File: src/hw/rtl/iptc_rd_pkg.sv
// types and constants shared by the iptc record deframer
package iptc_rd_pkg;

    localparam logic [7:0]  MARKER_BYTE = 8'h1C;
    localparam logic [7:0]  RECORD_SKIP = 8'h01;
    localparam logic [7:0]  RECORD_DATA = 8'h02;
    localparam logic [16:0] HEADER_TAIL = 17'd5;

    typedef struct packed {
        logic [7:0] in_byte;
        logic       block_start;
    } t_in_item;

    typedef struct packed {
        logic [7:0] dataset_type;
        logic [7:0] out_byte;
        logic       field_first;
        logic       field_last;
        logic       empty_field;
        logic       truncated;
    } t_out_item;

endpackage

File: src/hw/rtl/iptc_record_deframer_unit.sv
// IPTC-IIM record deframer: walks dataset headers of a byte stream and emits
// record 2 data bytes with field marks.
// Takes one byte per clock while no waiting result holds the input. Each byte
// lands in an input register, goes through one pass of header/field logic
// against the parser state, and any result is held in an output register,
// from which it is presented. A waiting result stalls the input only once the
// input register is full as well: a new byte is still taken while a finished
// result waits for its transfer, as long as the input register is free.
// block_length is to be written through its own port only while the block is
// idle; the block itself does not enforce this. It bounds where headers may
// start and where fields are cut off (truncated).
// A byte with block_start set restarts the parser at position zero.
module iptc_record_deframer_unit (
    input  logic                   i_clk,
    input  logic                   i_rst_n,
    input  logic                   i_in_valid,
    output logic                   o_in_ready,
    input  iptc_rd_pkg::t_in_item  i_in_data,
    output logic                   o_out_valid,
    input  logic                   i_out_ready,
    output iptc_rd_pkg::t_out_item o_out_data,
    input  logic                   i_cfg_valid,
    output logic                   o_cfg_ready,
    input  logic [15:0]            i_cfg_data
);

    localparam logic [2:0] PH_WAIT    = 3'd0;
    localparam logic [2:0] PH_RECORD  = 3'd1;
    localparam logic [2:0] PH_TYPE    = 3'd2;
    localparam logic [2:0] PH_LEN_HI  = 3'd3;
    localparam logic [2:0] PH_LEN_LO  = 3'd4;
    localparam logic [2:0] PH_DATA    = 3'd5;
    localparam logic [2:0] PH_SKIP    = 3'd6;
    localparam logic [2:0] PH_STOPPED = 3'd7;

    logic [15:0]           r_block_length;
    logic                  r_in_valid;
    iptc_rd_pkg::t_in_item r_in_data;
    logic                  r_out_valid;
    iptc_rd_pkg::t_out_item r_out_data;

    logic [2:0]  r_phase,  n_phase;
    logic [15:0] r_pos,    n_pos;
    logic [15:0] r_left,   n_left;
    logic [7:0]  r_type,   n_type;
    logic [7:0]  r_record, n_record;
    logic [7:0]  r_len_hi, n_len_hi;
    logic        r_first,  n_first;

    logic                   advance;
    logic                   n_emit;
    iptc_rd_pkg::t_out_item n_out;

    assign advance     = r_in_valid && (!r_out_valid || i_out_ready);
    assign o_in_ready  = !r_in_valid || advance;
    assign o_out_valid = r_out_valid;
    assign o_out_data  = r_out_data;
    assign o_cfg_ready = 1'b1;

    always_comb begin
        logic [7:0]  b;
        logic [2:0]  ph;
        logic [15:0] pos;
        logic [15:0] left;
        logic [7:0]  cur_type;
        logic [7:0]  cur_record;
        logic [7:0]  len_hi;
        logic        first;
        logic [15:0] new_left;
        logic        at_end;
        logic        done;

        b          = r_in_data.in_byte;
        // block start restarts the parser on this byte
        ph         = r_in_data.block_start ? PH_WAIT : r_phase;
        pos        = r_in_data.block_start ? 16'd0   : r_pos;
        left       = r_in_data.block_start ? 16'd0   : r_left;
        cur_type   = r_in_data.block_start ? 8'd0    : r_type;
        cur_record = r_in_data.block_start ? 8'd0    : r_record;
        len_hi     = r_in_data.block_start ? 8'd0    : r_len_hi;
        first      = r_in_data.block_start ? 1'b0    : r_first;
        new_left   = {len_hi, b};
        at_end     = ({1'b0, pos} + 17'd1) >= {1'b0, r_block_length};
        done       = left <= 16'd1;

        n_phase  = ph;
        n_left   = left;
        n_type   = cur_type;
        n_record = cur_record;
        n_len_hi = len_hi;
        n_first  = first;
        n_pos    = (pos == 16'hFFFF) ? pos : pos + 16'd1;
        n_emit   = 1'b0;
        n_out    = '{dataset_type: cur_type, out_byte: b, field_first: 1'b0,
                     field_last: 1'b0, empty_field: 1'b0, truncated: 1'b0};

        if (pos >= r_block_length) begin
            n_phase = PH_STOPPED;
        end else begin
            unique case (ph)
                PH_WAIT: begin
                    if (({1'b0, pos} + iptc_rd_pkg::HEADER_TAIL) >= {1'b0, r_block_length}
                        || b != iptc_rd_pkg::MARKER_BYTE) begin
                        n_phase = PH_STOPPED;
                    end else begin
                        n_phase = PH_RECORD;
                    end
                end
                PH_RECORD: begin
                    n_record = b;
                    n_phase  = PH_TYPE;
                end
                PH_TYPE: begin
                    n_type  = b;
                    n_phase = PH_LEN_HI;
                end
                PH_LEN_HI: begin
                    n_len_hi = b;
                    n_phase  = PH_LEN_LO;
                end
                PH_LEN_LO: begin
                    n_left = new_left;
                    if (cur_record == iptc_rd_pkg::RECORD_SKIP) begin
                        n_phase = (new_left == 16'd0) ? PH_WAIT : PH_SKIP;
                    end else if (cur_record == iptc_rd_pkg::RECORD_DATA) begin
                        if (new_left == 16'd0) begin
                            n_emit            = 1'b1;
                            n_out.out_byte    = 8'd0;
                            n_out.field_first = 1'b1;
                            n_out.field_last  = 1'b1;
                            n_out.empty_field = 1'b1;
                            n_phase           = PH_WAIT;
                        end else begin
                            n_first = 1'b1;
                            n_phase = PH_DATA;
                        end
                    end else begin
                        n_phase = PH_STOPPED;
                    end
                end
                PH_DATA: begin
                    n_emit            = 1'b1;
                    n_out.field_first = first;
                    n_out.field_last  = done || at_end;
                    n_out.truncated   = at_end && !done;
                    n_first           = 1'b0;
                    if (left != 16'd0) begin
                        n_left = left - 16'd1;
                    end
                    if (done) begin
                        n_phase = PH_WAIT;
                    end else if (at_end) begin
                        n_phase = PH_STOPPED;
                    end
                end
                PH_SKIP: begin
                    if (left > 16'd1) begin
                        n_left = left - 16'd1;
                    end else begin
                        n_left  = 16'd0;
                        n_phase = PH_WAIT;
                    end
                end
                default: begin
                    n_phase = PH_STOPPED;
                end
            endcase
        end
    end

    always_ff @(posedge i_clk) begin
        if (!i_rst_n) begin
            r_block_length <= 16'd0;
            r_in_valid     <= 1'b0;
            r_out_valid    <= 1'b0;
            r_phase        <= PH_WAIT;
            r_pos          <= 16'd0;
            r_left         <= 16'd0;
            r_type         <= 8'd0;
            r_record       <= 8'd0;
            r_len_hi       <= 8'd0;
            r_first        <= 1'b0;
        end else begin
            if (i_cfg_valid) begin
                r_block_length <= i_cfg_data;
            end
            if (o_in_ready) begin
                r_in_valid <= i_in_valid;
            end
            if (advance) begin
                r_out_valid <= n_emit;
                r_phase     <= n_phase;
                r_pos       <= n_pos;
                r_left      <= n_left;
                r_type      <= n_type;
                r_record    <= n_record;
                r_len_hi    <= n_len_hi;
                r_first     <= n_first;
            end else if (i_out_ready) begin
                r_out_valid <= 1'b0;
            end
        end
    end

    // payload registers
    always_ff @(posedge i_clk) begin
        if (o_in_ready && i_in_valid) begin
            r_in_data <= i_in_data;
        end
        if (advance && n_emit) begin
            r_out_data <= n_out;
        end
    end

    a_empty_marks: assert property (@(posedge i_clk) disable iff (!i_rst_n)
        (o_out_valid && o_out_data.empty_field) |->
        (o_out_data.field_first && o_out_data.field_last && o_out_data.out_byte == 8'd0))
        else $error("empty field without first/last marks or with data");

    a_trunc_last: assert property (@(posedge i_clk) disable iff (!i_rst_n)
        (o_out_valid && o_out_data.truncated) |-> o_out_data.field_last)
        else $error("truncated transfer without last mark");

    a_data_left: assert property (@(posedge i_clk) disable iff (!i_rst_n)
        (r_phase == PH_DATA) |-> (r_left != 16'd0))
        else $error("field open with no bytes left");

    a_in_hold: assert property (@(posedge i_clk) disable iff (!i_rst_n)
        (r_in_valid && !advance) |=> (r_in_valid && $stable(r_phase) && $stable(r_pos)))
        else $error("stalled byte lost or parser moved without a byte");

endmodule
File: config.mk
export PLATFORM = sky130hd
export DESIGN_NAME = iptc_record_deframer_unit
export DESIGN_NICKNAME = d
export VERILOG_FILES = /design/src/hw/rtl/iptc_rd_pkg.sv /design/src/hw/rtl/iptc_record_deframer_unit.sv
export SDC_FILE = /design/constraint.sdc
export NUM_CORES = 1
export LEC_CHECK = 0
export BUFFER_PORTS_ARGS = -buffer_cell sky130_fd_sc_hd__buf_2
export CORE_ASPECT_RATIO = 0.75
export CORE_UTILIZATION = 55
export CTS_CLUSTER_DIAMETER = 200
export CTS_CLUSTER_SIZE = 25
export DETAILED_ROUTE_END_ITERATION = 16
export PLACE_DENSITY = 0.81
export SLEW_MARGIN = 20
export SYNTH_ARGS = -nofsm -noshare
export SYNTH_HDL_FRONTEND = slang
export SYNTH_SLANG_ARGS = --single-unit
File: constraint.sdc
create_clock -name i_clk -period 4.5 [get_ports i_clk]
set_clock_uncertainty 0.05 [all_clocks]
set_input_delay 0.9 -clock i_clk [delete_from_list [all_inputs] [get_ports i_clk]]
set_output_delay 0.9 -clock i_clk [all_outputs]
set_load 0.005 [all_outputs]
==> impl_metrics.json, run 1 <==
{
  "status": "finished, final reports clean",
  "synth_edf_count": 29,
  "grt_pass1_wl_microns": 25650,
  "clockBufferDepth": 2,
  "viasPerCell": 6.239,
  "crit_fanout": 15,
  "drtIter0Drc": 564,
  "maxCapViolations": 0,
  "p_leak_nw": 2.778,
  "switching_share_pct": 27.25,
  "p_sw_mw": 0.5637,
  "clk_pin_slew_ps": 70,
  "cts_tree": "done",
  "areaGrowthSynthToFinish_pct": 8.759,
  "grt_antenna_before_repair": 0,
  "dieArea_sq_um": 12020,
  "rsz0062_at_grt": "no",
  "antennaDiodeCount": 0,
  "synth_flop_cell": "dfxtp_1",
  "dp.cells": 866,
  "gr-usage-all-layers_pct": 27.31,
  "clock_sinks": 107,
  "setup_viol": 0,
  "die_y_microns": 95.21,
  "fin_nets": 816,
  "coreArea_sq_um": 11110,
  "cts_root_buf": "clkbuf_16",
  "min_period_ps": 3938,
  "whs_path_depth": 2,
  "syn_nets": 791,
  "tightestPinTransition_ps": 1042,
  "synth.distinct_cells": 75,
  "ys_warn_count": 0,
  "reg2reg_slack_ps": 560,
  "fp.dieW_microns": 126.3,
  "synth_area_sq_um": 6371,
  "reg2regPathDepth": 13,
  "hold_viol": 0,
  "drive_gt1_share_pct": 13.48,
  "start_kind": "flip-flop",
  "critPathRequiredTime_ps": 4560,
  "power_density_nw_per_um2": 298.5,
  "p_clk_share_pct": 35.5,
  "stdcell_count": 882,
  "slew-limit-headroom_pct": 30.33,
  "r2r_end": "o_out_data[0]",
  "grt_overflow": 0,
  "dpl_worst_slack_ps": 615.3,
  "cts_buffers": 9,
  "hold_end": "r_type[0]",
  "clock.fmax_mhz": 254.0,
  "grt_max_degree": 36,
  "drc": 0,
  "port_buffers": 51,
  "clk_latency_ps": 350,
  "drt_pre_antenna_iters": 5,
  "tns_ps": 0,
  "period_share_pct": 87.50,
  "synthArstFlopShare_pct": 0,
  "setup_ws_ps": 562.5,
  "postRouteAntennaNets": 0,
  "internal-power_mw": 1.505,
  "ctsResizeCount": 0,
  "rows": 33,
  "vias": 5503,
  "arrival_ps": 3990,
  "gp_congestion": 0.9478,
  "seq_area_frac_synth_pct": 38.18,
  "ir_drop_v": 0.0001722,
  "crit_type": "flip-flop to flip-flop",
  "postCtsHoldBufs": 0,
  "grt_pass1_vias": 5126,
  "start_util_pct": 57.36,
  "timing.rr.start": "r_in_data[0]",
  "min_from": "r_type[0]",
  "syn_area_per_cell_sq_um": 8.948,
  "place_hpwl_microns": 11670,
  "power_mw": 2.068,
  "place_area_sq_um": 6665,
  "slew_viol_final": 0,
  "avgRoutedWirePerCell_microns": 17.82,
  "hold_class": "flip-flop to flip-flop",
  "htree_num_levels": 3,
  "pwr-share-comb_pct": 13.6,
  "postCtsSetupRepairBufs": 0,
  "design_area_sq_um": 6929,
  "wirelength_microns": 15720,
  "io_pins": 53,
  "syn_inst": 712,
  "p_seq_share_pct": 50.9,
  "critical_path.endpoint_type": "flip-flop",
  "synth-seq-cells": 107
}
==> layout by cell type (no fill, tap or decap), types with 4 or more instances in the layout <==
cell type	n
and3_1	5
buf_2	51
mux2i_1	26
o21ai_0	29
o211ai_1	4
o22ai_1	6
o21ai_1	20
o221a_2	6
nand2b_1	6
or3_1	6
ha_1	49
nor4_1	10
nor3_1	20
or2_2	4
a32oi_1	4
o21a_1	5
nand3_1	29
xnor2_1	17
xor2_1	9
buf_4	8
nor2_1	61
a21o_1	7
nor2b_1	27
nand2_1	63
a211oi_1	4
a32o_1	4
dfxtp_1	78
edfxtp_1	29
inv_1	26
nand4_1	10
a21oi_1	29
and2_1	6
o31a_1	4
clkbuf_16	9
==> sequential cells by signal (all words and copies together) (netlist names) <==
| register | count |
|---|---|
| r_record | 8 |
| r_first | 1 |
| r_in_valid | 1 |
| r_block_length | 16 |
| r_pos | 16 |
| r_len_hi | 8 |
| r_left | 16 |
| o_out_data | 20 |
| r_phase | 3 |
| r_type | 8 |
| o_out_valid | 1 |
| r_in_data | 9 |
==> power by group through the flow <==
stage / clock [mW] / combinational [mW] / sequential (mW)
4_1_cts: 0.738 / 0.275 / 1.05
5_1_grt: 0.777 / 0.310 / 1.06
3_5_place_dp: 0 / 0.272 / 1.07
2_1_floorplan: 0 / 0.211 / 1.05
6_report: 0.734 / 0.280 / 1.05
3_3_place_gp: 0 / 0.264 / 1.07
==> cells in the mapped netlist (all sizes together) (4+ instances only) <==
cell type	count	area [sq um]
buf	12	83.82
or3	6	37.54
nand3	29	145.1
and3	5	31.28
o21a	5	37.54
o211ai	5	42.54
a21o	7	52.55
a221oi	6	71.32
xnor2	17	148.9
a21oi	30	153.9
nand2b	6	37.54
nor4	13	117.6
nor2	62	235.2
a32oi	4	35.03
mux2i	26	260.3
o21ai	49	245.2
o22ai	6	37.54
dfxtp	78	1562
clkbuf	33	123.9
or2	4	25.02
inv	26	97.59
o221a	6	67.56
nand2	65	254.0
nor2b	28	177.7
ha	49	613.1
xor2	9	78.83
edfxtp	29	870.8
nor3	22	115.1
a211oi	4	30.03
and2	7	43.80
o31a	4	35.03
a32o	4	40.04
nand4	10	62.56
==> metrics by stage <==
| step | hold slack, ps | utilization (%) |
|---|---|---|
| CTS | 409.0 | 62.39 |
| global route | 433.4 | 62.39 |
| finish | 405.4 | 62.39 |
| floorplan | 382.8 | - |
| detailed placement | 399.6 | 60.01 |
| global placement | 395.1 | 60.01 |
==> worst max-delay path, stage by stage (launching register included) <==
cell and delay [ps]:
edfxtp_1 630, nor2b_2 300, nand3_1 220, nor4_4 320
nand3_1 290, or3_1 400, a21oi_1 240, ha_1 290
nand3_1 140, nand2b_1 120, a21oi_1 60, nor4_1 360
nor2_1 120, nor2b_1 150
==> how the worst max path moves through the flow <==
stage,from,slack [ps],cells after the start,to
floorplan,r_in_data[0],520,18,r_phase[1]
global placement,r_in_data[0],670,16,r_phase[1]
detailed placement,r_in_data[0],620,8,o_out_data[10]
CTS,r_in_data[0],600,8,o_out_data[10]
global route,r_in_data[0],300,16,r_phase[1]
finish,r_in_data[0],560,13,o_out_data[0]
==> layout make-up <==
| type | instances | area (sq um) |
|---|---|---|
| inverter | 27 | 101.3 |
| clock buffer | 12 | 236.5 |
| fill | 919 | 4178 |
| tap | 140 | 175.2 |
| clock inverter | 4 | 27.53 |
| multi-input combinational | 533 | 3641 |
| timing repair buffer | 59 | 315.3 |
| sequential | 107 | 2432 |
==> metal layers <==
metal / routed length [microns] / up-vias / GRT usage (%)
li1: - / 2644 / -
met4: 265 / 0 / 8.835
met2: 6558 / 225 / 40.61
met1: 7619 / 2611 / 39.45
met5: 0 / - / 0
met3: 1272 / 23 / 5.612
==> cells by family (layout without fill, tap and decap cells) <==
family / Yosys count / in the layout / share of synthesized area, %
xor+xnor: 26 / 26 / 3.574
fa+ha+maj: 49 / 49 / 9.623
simple gates: 273 / 273 / 22.29
buf+inv: 72 / 102 / 4.850
flops: 107 / 107 / 38.18
mux: 26 / 26 / 4.085
compound gates: 158 / 158 / 17.34
other cells: 1 / 1 / 0.05886
(Power assumes the default switching activity.)
==> run 2: changes to the inputs <==
--- a/config.mk
+++ b/config.mk
@@ -7,11 +7,11 @@
 export LEC_CHECK = 0
 export BUFFER_PORTS_ARGS = -buffer_cell sky130_fd_sc_hd__buf_2
 export CORE_ASPECT_RATIO = 0.75
-export CORE_UTILIZATION = 55
+export CORE_UTILIZATION = 35
 export CTS_CLUSTER_DIAMETER = 200
 export CTS_CLUSTER_SIZE = 25
 export DETAILED_ROUTE_END_ITERATION = 16
-export PLACE_DENSITY = 0.81
+export PLACE_DENSITY = 0.57
 export SLEW_MARGIN = 20
 export SYNTH_ARGS = -nofsm -noshare
 export SYNTH_HDL_FRONTEND = slang
==> run 2 against run 1 <==
  * Routed wire length is 1.7% higher
  * Sequential share of layout area shrank 0.95 points
  * Clock power increased by 7.8%
  * Cell count up 12%
  * Worst hold slack worse by 0.51 ps
  * Register-to-register slack improved by 170 ps
  * Flip-flop and latch count is the same
  * Worst setup slack improved by 170 ps
  * Critical path type unchanged
  * Highest routed layer unchanged
==> impl_metrics.json, run 2 (same netlist as run 1, synthesis figures left out) <==
{
  "grt_pass1_wl_microns": 25740,
  "cts_root_buf": "clkbuf_16",
  "status": "finished, final reports clean",
  "worstPathBufferInverterCount": 2,
  "place_area_sq_um": 6823,
  "design_area_sq_um": 7122,
  "crit_type": "flip-flop to flip-flop",
  "slew-limit-headroom_pct": 31.10,
  "postCtsHoldBufs": 0,
  "tns_ps": 0,
  "path_delay_family": "simple AND/OR/NAND/NOR gates",
  "whs_ps": 404.9,
  "dieArea_sq_um": 18750,
  "switching_share_pct": 28.57,
  "grt_antenna_before_repair": 0,
  "ctsResizeCount": 0,
  "multi_input_area_sq_um": 3641,
  "utilization_pct": 40.21,
  "clockBufferDepth": 2,
  "setup_viol": 0,
  "hold_viol": 0,
  "grt_max_degree": 36,
  "avgRoutedWirePerCell_microns": 16.17,
  "clock.fmax_mhz": 265.8,
  "coreArea_sq_um": 17710,
  "critical_path.endpoint_type": "flip-flop",
  "cts_tree": "done",
  "ir_drop_v": 0.0001760,
  "power_density_nw_per_um2": 298.5,
  "io_pins": 53,
  "grt_pass1_vias": 4676,
  "power_mw": 2.126,
  "htree_num_levels": 3,
  "rows": 42,
  "grt_overflow": 0,
  "crit_fanout": 10,
  "p_leak_nw": 2.811,
  "arrival_ps": 3960,
  "critPathRequiredTime_ps": 4700,
  "ff_latch_area_sq_um": 2432,
  "drtIter0Drc": 351,
  "crit_slowest_cell": "edfxtp_1",
  "internal-power_mw": 1.519,
  "p_seq_share_pct": 49.5,
  "slew_viol_final": 0,
  "clk_latency_ps": 360,
  "antennaDiodeCount": 0,
  "areaGrowthSynthToFinish_pct": 11.78,
  "postRouteAntennaNets": 0,
  "clock_sinks": 107,
  "p_sw_mw": 0.6074,
  "vias": 5243,
  "max_stage_delay_ps": 530,
  "postCtsSetupRepairBufs": 0,
  "start_kind": "flip-flop",
  "fin_nets": 820,
  "period_share_pct": 83.62,
  "rsz0062_at_grt": "no",
  "wirelength_microns": 15980,
  "p_clk_share_pct": 37.2,
  "cts_buffers": 9,
  "die_y_microns": 118.8,
  "maxCapViolations": 0,
  "clk_pin_slew_ps": 80,
  "gr-usage-all-layers_pct": 17.77,
  "drt_pre_antenna_iters": 5,
  "fp.dieW_microns": 157.8,
  "place_hpwl_microns": 12120,
  "largest_reg_flops": 20,
  "hold_class": "flip-flop to flip-flop",
  "start_util_pct": 35.98,
  "crit_path_cell_trace": "inv_1, nand2_1, inv_1, ha_1, nand3_1, nor3_1, and3_1, xnor2_1, ha_1, a21oi_1, o21ai_0, nand2b_1, a21oi_1, nor4_1, nor2_1, o31a_1",
  "min_period_ps": 3763,
  "gp_congestion": 0.8563,
  "final_common_cell": "dfxtp_1",
  "viasPerCell": 5.307,
  "fillers": 1794,
  "port_buffers": 51,
  "final_cell_mix": "dfxtp_1, nand2_1, nor2_1",
  "drive_gt1_share_pct": 14.34,
  "pwr-share-comb_pct": 13.3,
  "drc": 0,
  "tightestPinTransition_ps": 1020
}
run 2: worst register-to-register path: stages, from the launching register on:
cell and delay [ps]:
edfxtp_1 530, inv_1 120, nand2_1 110, inv_1 100
ha_1 220, nand3_1 170, nor3_1 410, and3_1 280
xnor2_1 150, ha_1 280, a21oi_1 160, o21ai_0 140
nand2b_1 90, a21oi_1 60, nor4_1 380, nor2_1 110
o31a_1 280
run 2: final timing paths:
path	to	cells after the start	slack, ps	start
worst max-delay path	r_phase[1]	16	740	r_in_data[0]
worst min-delay path	r_type[0]	2	400	r_type[0]
worst max register to register	r_phase[1]	16	740	r_in_data[0]
worst min register to register	r_type[0]	2	400	r_type[0]
run 2: routing by layer:
layer  part of all wire [%]  up-vias  GRT usage (%)
li1                       -     2656              -
met1                     55     2441          28.05
met2                     38      135          23.65
met3                    6.0       11          4.294
met4                   0.79        0          3.883
met5                      0        -              0
run 2: metrics by stage:
stage	setup slack, ps	cells
finish	737.2	988
global route	387.7	988
CTS	734.8	988
detailed placement	760.1	972
global placement	769.0	972
floorplan	518.5	712
run 2: final cells by class:
type                    count  share of cell area [%]
well taps                 242                   4.252
clock inverters             7                   1.037
clock buffers               9                   3.162
inverters                  27                   1.423
flip-flops and latches    107                   34.15
repair buffers             63                   4.849
multi-input cells         533                   51.12
run 2: power by group through the flow:
stage          clock (mW)  combinational, mW  sequential, mW
3_5_place_dp            0              0.280            1.07
3_3_place_gp            0              0.281            1.07
6_report            0.791              0.283            1.05
2_1_floorplan           0              0.211            1.05
4_1_cts             0.815              0.282            1.05
5_1_grt             0.856              0.316            1.06
==> run 3: changes to the inputs <==
--- a/config.mk
+++ b/config.mk
@@ -5,6 +5,7 @@
 export SDC_FILE = /design/constraint.sdc
 export NUM_CORES = 1
 export LEC_CHECK = 0
+export ABC_AREA = 1
 export BUFFER_PORTS_ARGS = -buffer_cell sky130_fd_sc_hd__buf_2
 export CORE_ASPECT_RATIO = 0.75
 export CORE_UTILIZATION = 35
==> constraint.sdc (replaced) <==
create_clock -name i_clk -period 3.4 [get_ports i_clk]
set_clock_uncertainty 0.05 [all_clocks]
set_input_delay 0.68 -clock i_clk [delete_from_list [all_inputs] [get_ports i_clk]]
set_output_delay 0.68 -clock i_clk [all_outputs]
set_load 0.005 [all_outputs]
==> run 3 against run 2 <==
  * First-iteration DRC count is 100% higher
  * Core utilization is 0.79 points higher
  * Non-clock buffer count is 18 higher
  * Worst hold slack better by 2.4 ps
  * Global-route usage is 2.4 points higher
  * Sequential power is 30% higher
  * Worst setup slack worse by 520 ps
  * Cell count is 52% higher
  * Design area is 24% higher
  * Critical path type unchanged
  * Largest cell class unchanged
  * Largest power group unchanged
==> impl_metrics.json, run 3 <==
{
  "wirelength_microns": 22740,
  "power_mw": 2.970,
  "synth_edf_count": 29,
  "met1Wirelength_microns": 11550,
  "fin_nets": 1292,
  "tightestPinTransition_ps": 760.6,
  "syn_area_per_cell_sq_um": 6.698,
  "slew-limit-headroom_pct": 49.23,
  "gp_congestion": 0.9617,
  "critPathRequiredTime_ps": 3600,
  "postRouteAntennaNets": 0,
  "top_layer": "met4",
  "cts_tree": "done",
  "critical_path.endpoint_type": "flip-flop",
  "period_share_pct": 93.47,
  "multi_input_area_sq_um": 4656,
  "switching_share_pct": 31.71,
  "route.met2.wl_microns": 9436,
  "grt_pass1_wl_microns": 36870,
  "fillers": 2324,
  "synth-seq-cells": 107,
  "status": "finished, final reports clean",
  "clk_pin_slew_ps": 80,
  "rows": 46,
  "p_sw_mw": 0.9418,
  "vias": 7426,
  "seq_area_frac_synth_pct": 31.09,
  "power_density_nw_per_um2": 336.5,
  "crit_type": "flip-flop to flip-flop",
  "ys_warn_count": 0,
  "setup_viol": 0,
  "grt_overflow": 0,
  "synthArstFlopShare_pct": 0,
  "p_leak_nw": 4.212,
  "clockBufferDepth": 2,
  "p_seq_share_pct": 46.2,
  "clock.fmax_mhz": 314.7,
  "grt_pass1_vias": 6874,
  "cts_root_buf": "clkbuf_16",
  "place_area_sq_um": 8437,
  "design_area_sq_um": 8826,
  "syn_inst": 1168,
  "final_cell_mix": "nand2_1, inv_1, a21oi_1",
  "syn_nets": 1247,
  "pwr-share-comb_pct": 18.6,
  "largest_reg_flops": 20,
  "yosys.area.top_type_share_pct": 19.96,
  "slew_viol_final": 0,
  "hold_viol": 0,
  "ir_drop_v": 0.0002287,
  "avgRoutedWirePerCell_microns": 15.10,
  "stdcell_count": 1506,
  "die_y_microns": 131.5,
  "p_clk_share_pct": 35.2,
  "drc": 0,
  "dr_wl_met3_microns": 1329,
  "port_buffers": 51,
  "drtIter0Drc": 713,
  "synth.distinct_cells": 49,
  "hold_class": "flip-flop to flip-flop",
  "yosys.area.top_type": "dfxtp_1",
  "grt_max_degree": 34,
  "grt_antenna_before_repair": 0,
  "dieArea_sq_um": 22960,
  "io_pins": 53,
  "synth_most_common_cell": "nand2_1",
  "drt_pre_antenna_iters": 6,
  "dp.cells": 1488,
  "coreArea_sq_um": 21530,
  "min_period_ps": 3178,
  "crit_fanout": 11,
  "clk_latency_ps": 360,
  "arrival_ps": 3380,
  "tns_ps": 0,
  "drive_gt1_share_pct": 15.68,
  "synth_area_sq_um": 7824,
  "viasPerCell": 4.931,
  "internal-power_mw": 2.028,
  "areaGrowthSynthToFinish_pct": 12.81,
  "synth_common_cells": "nand2_1, inv_1, a21oi_1, nor2_1, dfxtp_1",
  "htree_num_levels": 3,
  "maxCapViolations": 0,
  "ff_latch_area_sq_um": 2432,
  "synth_flop_cell": "dfxtp_1",
  "rsz0062_at_grt": "no",
  "gr-usage-all-layers_pct": 20.15,
  "clock_sinks": 107,
  "place_hpwl_microns": 17190,
  "final_common_cell": "nand2_1",
  "antennaDiodeCount": 0,
  "start_util_pct": 36.35,
  "cts_buffers": 9,
  "fp.dieW_microns": 174.6,
  "synth_area_leaders": "dfxtp_1, nand2_1, edfxtp_1",
  "start_kind": "flip-flop"
}
-- run 3: kinds of logic (layout without fill, tap and decap cells) --
group | after synthesis | count (layout) | share of synthesized area [%]
and+or+nand+nor | 594 | 594 | 34.24
buffers and inverters | 202 | 252 | 10.70
AOI/OAI and AO/OA | 185 | 185 | 12.63
DFF | 107 | 107 | 31.09
adders and majority gates | 49 | 49 | 7.836
xor gates and xnor gates | 30 | 30 | 3.454
other | 1 | 1 | 0.04793
-- run 3: stage by stage --
step / hold slack, ps / setup WS [ps] / util, %
after floorplan: 395.3 / 279.1 / -
after global placement: 384.5 / -12.64 / 39.19
after detailed placement: 390.6 / -20.20 / 39.19
after CTS: 407.6 / 25.91 / 40.54
after global routing: 426.0 / 6.780 / 41.00
final: 407.3 / 222.0 / 41.00
-- run 3: worst paths after layout --
path | startpoint | endpoint | slack, ps | cells after the start
hold / removal | r_in_data[5] | o_out_data[8] | 410 | 0
hold reg to reg | r_in_data[5] | o_out_data[8] | 410 | 0
setup reg to reg | r_in_data[0] | r_phase[1] | 220 | 15
setup / recovery | r_in_data[0] | r_phase[1] | 220 | 15
-- run 3: power by group through the flow --
stage / clock network (mW) / logic [mW] / registers (mW)
finish: 1.05 / 0.552 / 1.37
CTS: 1.08 / 0.548 / 1.37
detailed placement: 0 / 0.545 / 1.40
global route: 1.11 / 0.619 / 1.38
floorplan: 0 / 0.393 / 1.39
global placement: 0 / 0.544 / 1.40
-- run 3: per-layer routing --
metal  global-route usage [%]  vias to the layer above
li1                         -                     3829
met1                    29.85                     3400
met2                    29.32                      173
met3                    3.819                       24
met4                    5.556                        0
met5                        0                        -
-- run 3: final cells by class --
| class | instances | area share (%) |
|---|---|---|
| clock inverters | 7 | 0.6521 |
| inverters | 155 | 6.677 |
| flip-flops and latches | 107 | 27.56 |
| repair buffers | 81 | 5.727 |
| multi-input cells | 859 | 52.75 |
| well taps | 288 | 4.083 |
| clock buffers | 9 | 2.552 |
-- run 3: critical path: stages, from the launching register on --
cell,delay (ps)
edfxtp_1,480
buf_4,260
nor2_4,210
nand3_1,280
nor2_1,270
nand2_1,100
xnor2_1,140
ha_1,220
nor4_2,420
nand4_1,150
a21oi_1,140
nand2_1,90
nand2_1,80
nand2_1,50
nor2_1,80
nor2_1,40
-- run 3: timing repair --
action / in CTS / in global routing
pin swaps: 0 / 3
hold buffers: 0 / 0
endpoints found under the setup margin: 2 / 4
gates resized for setup: 1 / 17
setup buffers: 0 / 2
